[config.mk]
export PLATFORM = sky130hd
export DESIGN_NAME = bsd_sqrt_cell
export DESIGN_NICKNAME = d
export VERILOG_FILES = /design/src/rtl/bsd_pkg.sv /design/src/rtl/bsd_sqrt_cell.sv
export SDC_FILE = /design/constraint.sdc
export NUM_CORES = 1
export LEC_CHECK = 0
export BUFFER_PORTS_ARGS = -buffer_cell sky130_fd_sc_hd__buf_4
export CAP_MARGIN = 20
export CORE_ASPECT_RATIO = 0.5
export CORE_MARGIN = 2
export CORE_UTILIZATION = 43
export CTS_CLUSTER_SIZE = 8
export DETAILED_ROUTE_END_ITERATION = 8
export GPL_TIMING_DRIVEN = 0
export PLACE_DENSITY_LB_ADDON = 0.08
export SLEW_MARGIN = 20
export SYNTH_ARGS = -nofsm -noshare
export SYNTH_HDL_FRONTEND = slang
export SYNTH_SLANG_ARGS = --single-unit
[constraint.sdc]
create_clock -name clk -period 3.66 [get_ports clk]
set_clock_uncertainty 0.05 [all_clocks]
set_input_delay 0.183 -clock clk [delete_from_list [all_inputs] [get_ports clk]]
set_output_delay 0.183 -clock clk [all_outputs]
set_load 0.005 [all_outputs]
[src/rtl/bsd_pkg.sv]
// ----------------------------------------------------------------------------
// bsd_pkg: shared types and constants of the box signed distance block
// Fixed widths of the squared-distance path and the root cell word.
// ----------------------------------------------------------------------------
package bsd_pkg;

	localparam int CFG_W     = 23;          // register width
	localparam int CFG_IDX_W = 2;           // register index width
	localparam int OUT_W     = 26;          // signed_distance width
	localparam int U_W       = 27;          // clamped positive offset
	localparam int SQ_W      = 2 * U_W;     // one square
	localparam int SUM_W     = 2 * U_W;     // sum of three squares, fits
	localparam int ROOT_W    = SUM_W / 2;   // root bits, one per cell
	localparam int REM_W     = ROOT_W + 2;  // working remainder

	localparam int D_CLAMP = 67108864;      // clamp of a positive offset
	localparam logic [OUT_W-1:0] OUT_MAX = {1'b0, {(OUT_W-1){1'b1}}};

	localparam logic [CFG_IDX_W-1:0] REG_SCENE_X = 2'd0;
	localparam logic [CFG_IDX_W-1:0] REG_SCENE_Y = 2'd1;
	localparam logic [CFG_IDX_W-1:0] REG_SCENE_Z = 2'd2;
	localparam logic [CFG_IDX_W-1:0] REG_CUBE    = 2'd3;

	// word handed from one root cell to the next
	typedef struct packed {
		logic [SUM_W-1:0]  rad;     // radicand bits still to consume, msb first
		logic [REM_W-1:0]  rem;     // partial remainder
		logic [ROOT_W-1:0] root;    // partial root
		logic              in_box;  // point lies inside the cube
		logic [OUT_W-1:0]  half;    // floor(max offset / 2), used when inside
	} sqrt_word_t;

endpackage

[src/rtl/bsd_sqrt_cell.sv]
// ----------------------------------------------------------------------------
// bsd_sqrt_cell: one digit of the integer square root
// Takes two radicand bits, settles one root bit, registers the word.
// ----------------------------------------------------------------------------
module bsd_sqrt_cell (
	input  logic                clk,
	input  logic                arst_n,
	input  logic                in_valid,
	output logic                in_ready,
	input  bsd_pkg::sqrt_word_t in_word,
	output logic                out_valid,
	input  logic                out_ready,
	output bsd_pkg::sqrt_word_t out_word
);

	logic                valid_q;
	bsd_pkg::sqrt_word_t word_q;
	bsd_pkg::sqrt_word_t word_nx;

	logic [bsd_pkg::REM_W-1:0] rem_sh;
	logic [bsd_pkg::REM_W-1:0] trial;
	logic                      take;

	// remainder before this digit stays below 2^(ROOT_W), so the shift keeps it
	assign rem_sh = {in_word.rem[bsd_pkg::REM_W-3:0],
		in_word.rad[bsd_pkg::SUM_W-1 -: 2]};
	assign trial  = {in_word.root, 2'b01};
	assign take   = (rem_sh >= trial);

	always_comb begin
		word_nx      = in_word;
		word_nx.rad  = {in_word.rad[bsd_pkg::SUM_W-3:0], 2'b00};
		word_nx.rem  = take ? (rem_sh - trial) : rem_sh;
		word_nx.root = {in_word.root[bsd_pkg::ROOT_W-2:0], take};
	end

	assign in_ready = !valid_q || out_ready;

	always_ff @(posedge clk or negedge arst_n) begin
		if (!arst_n) begin
			valid_q <= 1'b0;
		end else if (in_ready) begin
			valid_q <= in_valid;
		end
	end

	always_ff @(posedge clk) begin
		if (in_ready) begin
			word_q <= word_nx;
		end
	end

	assign out_valid = valid_q;
	assign out_word  = word_q;

endmodule

==> results.json <==
{
  "via_per_inst": 5.02,
  "timing.final.crit_share": 0.930,
  "synth_cell_types": 58,
  "crit_required_ps": 3770,
  "fmax_mhz": 294,
  "p_int_w": 0.00326,
  "ios": 280,
  "setup_ws_ps": 257,
  "synth_commonest_cells": "135 x edfxtp_1, 34 x inv_1, 32 x o21ai_0",
  "ff_latch_area_um2": 4080,
  "tns_ps": 0,
  "power.leakage_nw": 4.48,
  "maxSlewViolCount": 0,
  "hold_ws_ps": 16.9,
  "clkPwrFrac": 0.353,
  "clockRootBuffer": "clkbuf_16",
  "num_vias": 5396,
  "grt_max_degree": 56,
  "cts_tree": "done",
  "grt_pass1_wl_mm": 28.8,
  "outcome": "finished clean",
  "htree_levels": 4,
  "finalPower_w": 0.00443,
  "worstSetupPathType": "primary input to flop",
  "detail-route-antenna-nets": 0,
  "crit_fanout": 10,
  "place_hpwl_mm": 12.6,
  "post_cts_resized": 0,
  "die_height_um": 89.3,
  "ys_top_cells_by_area": "edfxtp_1 65%, ha_1 5.8%, o21ai_0 2.6%",
  "rows": 31,
  "die_w_um": 175,
  "drive_above_1_share": 0.380,
  "maxCapViolCount": 0,
  "dp_cells": 934,
  "power_density_nw_per_um2": 433,
  "port_buffers": 275,
  "fin_cells": 1075,
  "peakVddDrop_uv": 288,
  "hold_class": "primary input to flop",
  "max_slew_margin": 0.555,
  "initial_core_util": 0.436,
  "die_area_um2": 15600,
  "rsz0062_at_grt": "false",
  "globalRouteOverflowTotal": 0,
  "min_period_ps": 3400,
  "arrival_ps": 3510,
  "grt_usage": 0.246,
  "power_switching_w": 0.00117,
  "setup_viol": 0,
  "synth_warnings": 0,
  "synth-seq-cells": 136,
  "core_area_um2": 14400,
  "synthCells": 458,
  "synth.most_common_cell": "edfxtp_1",
  "combPwrFrac": 0.212,
  "cts_hold_buf": 108,
  "drc": 0,
  "clock_latency_ps": 420,
  "synth_edf_count": 135,
  "async_flop_share": 0.00735,
  "pre_cts_slack_ps": 449,
  "drt_pass1_iterations": 5,
  "clk_path_buf_depth": 2,
  "yosysTopAreaCell": "edfxtp_1",
  "fin_nets": 1033,
  "drt_iter0_drc": 342,
  "clkTransAtPathRegs_ps": 60,
  "p_sw_frac": 0.264,
  "ys.flop_type": "edfxtp_1",
  "synthesis.area_um2": 6250,
  "antenna_found_initial": 0,
  "routabilityCongestion": 0.845,
  "synth.avg_cell_area_um2": 13.7,
  "wl_mm": 19.6,
  "cp-start-kind": "primary input",
  "cts_buffers": 17,
  "worstMarginPinSlew_ps": 667,
  "final_hold_viol_count": 0,
  "syn_to_final_growth_pct": 63.7,
  "nFillCells": 1036,
  "power_frac_seq": 0.436,
  "yosysSeqAreaShare": 0.652,
  "cts.sinks": 136,
  "wl_per_cell_um": 18.3,
  "multi_input_area_um2": 1960,
  "grt_pass1_vias": 5276,
  "end_kind": "flop",
  "cts_setup_buffers": 0,
  "netlist.area_leader.share": 0.648
}
worst paths after layout:
check / start / to / slack (ps) / cells past startpoint
hold / removal: in_word[68] / out_word[70] / 20 / 2
setup reg to reg: out_valid / out_word[48] / 1720 / 3
max in group asynchronous: arst_n / out_valid / 3430 / 2
setup / recovery: in_word[39] / out_word[78] / 260 / 14
min in group asynchronous: arst_n / out_valid / 50 / 2
hold reg to reg: out_valid / out_valid / 960 / 2
registers in the layout (all words and copies together) (netlist names):
signal / cells
out_word: 135
out_valid: 1
stage by stage:
step	utilization	area (um2)
detailed placement	0.601	8620
floorplan	-	6260
finish	0.713	10200
global placement	0.597	8570
CTS	0.713	10200
global route	0.713	10200
metal layers:
layer  part of all wire  vias to the layer above  GRT usage
met1               0.42                     2614      0.305
met5                  0                        -          0
met2               0.51                      206      0.438
met4              0.015                        0     0.0705
li1                   -                     2550          -
met3              0.062                       26     0.0625
placed cells by master, fill, tap and decap left out, drive strengths merged, types with 4 or more instances in the layout:
cell type    count
edfxtp         135
clkbuf          25
a21o            14
xnor2           14
a211oi           4
or3              4
o21ai           33
dlygate4sd3    108
and3             8
xor2             8
nor3            10
a21oi           23
nor2            16
nand4            5
clkinvlp         4
ha              29
clkinv           7
o21a             7
mux2            18
inv             39
nand2           21
a31oi            4
buf            285
o211ai           4
nand3           14
critical path: stages:
cell,delay [ps]
dlygate4sd3_1,540
buf_4,110
inv_1,40
ha_1,260
clkbuf_1,260
and2_1,290
and3_1,200
nand3_1,90
o211ai_1,380
a211oi_1,160
or2_4,310
inv_4,170
buf_8,180
mux2_1,330
power groups by stage:
stage / combinational, W / sequential, W / clock, W
4_1_cts: 0.000931 / 0.00192 / 0.00158
6_report: 0.000938 / 0.00193 / 0.00156
3_5_place_dp: 0.000828 / 0.00195 / 0
2_1_floorplan: 0.000364 / 0.00198 / 0
5_1_grt: 0.00102 / 0.00194 / 0.00165
3_3_place_gp: 0.000811 / 0.00196 / 0
kinds of logic (layout without fill, tap and decap cells):
kind of cell             Yosys count  in the layout  share of synthesized area
AO/OA/AOI/OAI                    109            109                      0.113
XOR/XNOR                          22             22                     0.0308
adder cells (fa/ha/maj)           29             29                     0.0580
buffers and inverters             51            468                     0.0360
flip-flops                       136            136                      0.652
multiplexers                      19             19                     0.0340
other                              1              3                   0.000600
AND/OR/NAND/NOR                   91             91                     0.0752
final cells by class:
class / count / share of cell area
clock inverters: 15 / 0.0100
diodes: 1 / 0.000244
inverters: 35 / 0.0131
clock buffers: 17 / 0.0416
repair buffers: 385 / 0.312
flip-flops and latches: 136 / 0.399
plain buffers: 16 / 0.00892
well taps: 198 / 0.0242
multi-input cells: 272 / 0.191
(Power assumes the default switching activity.)
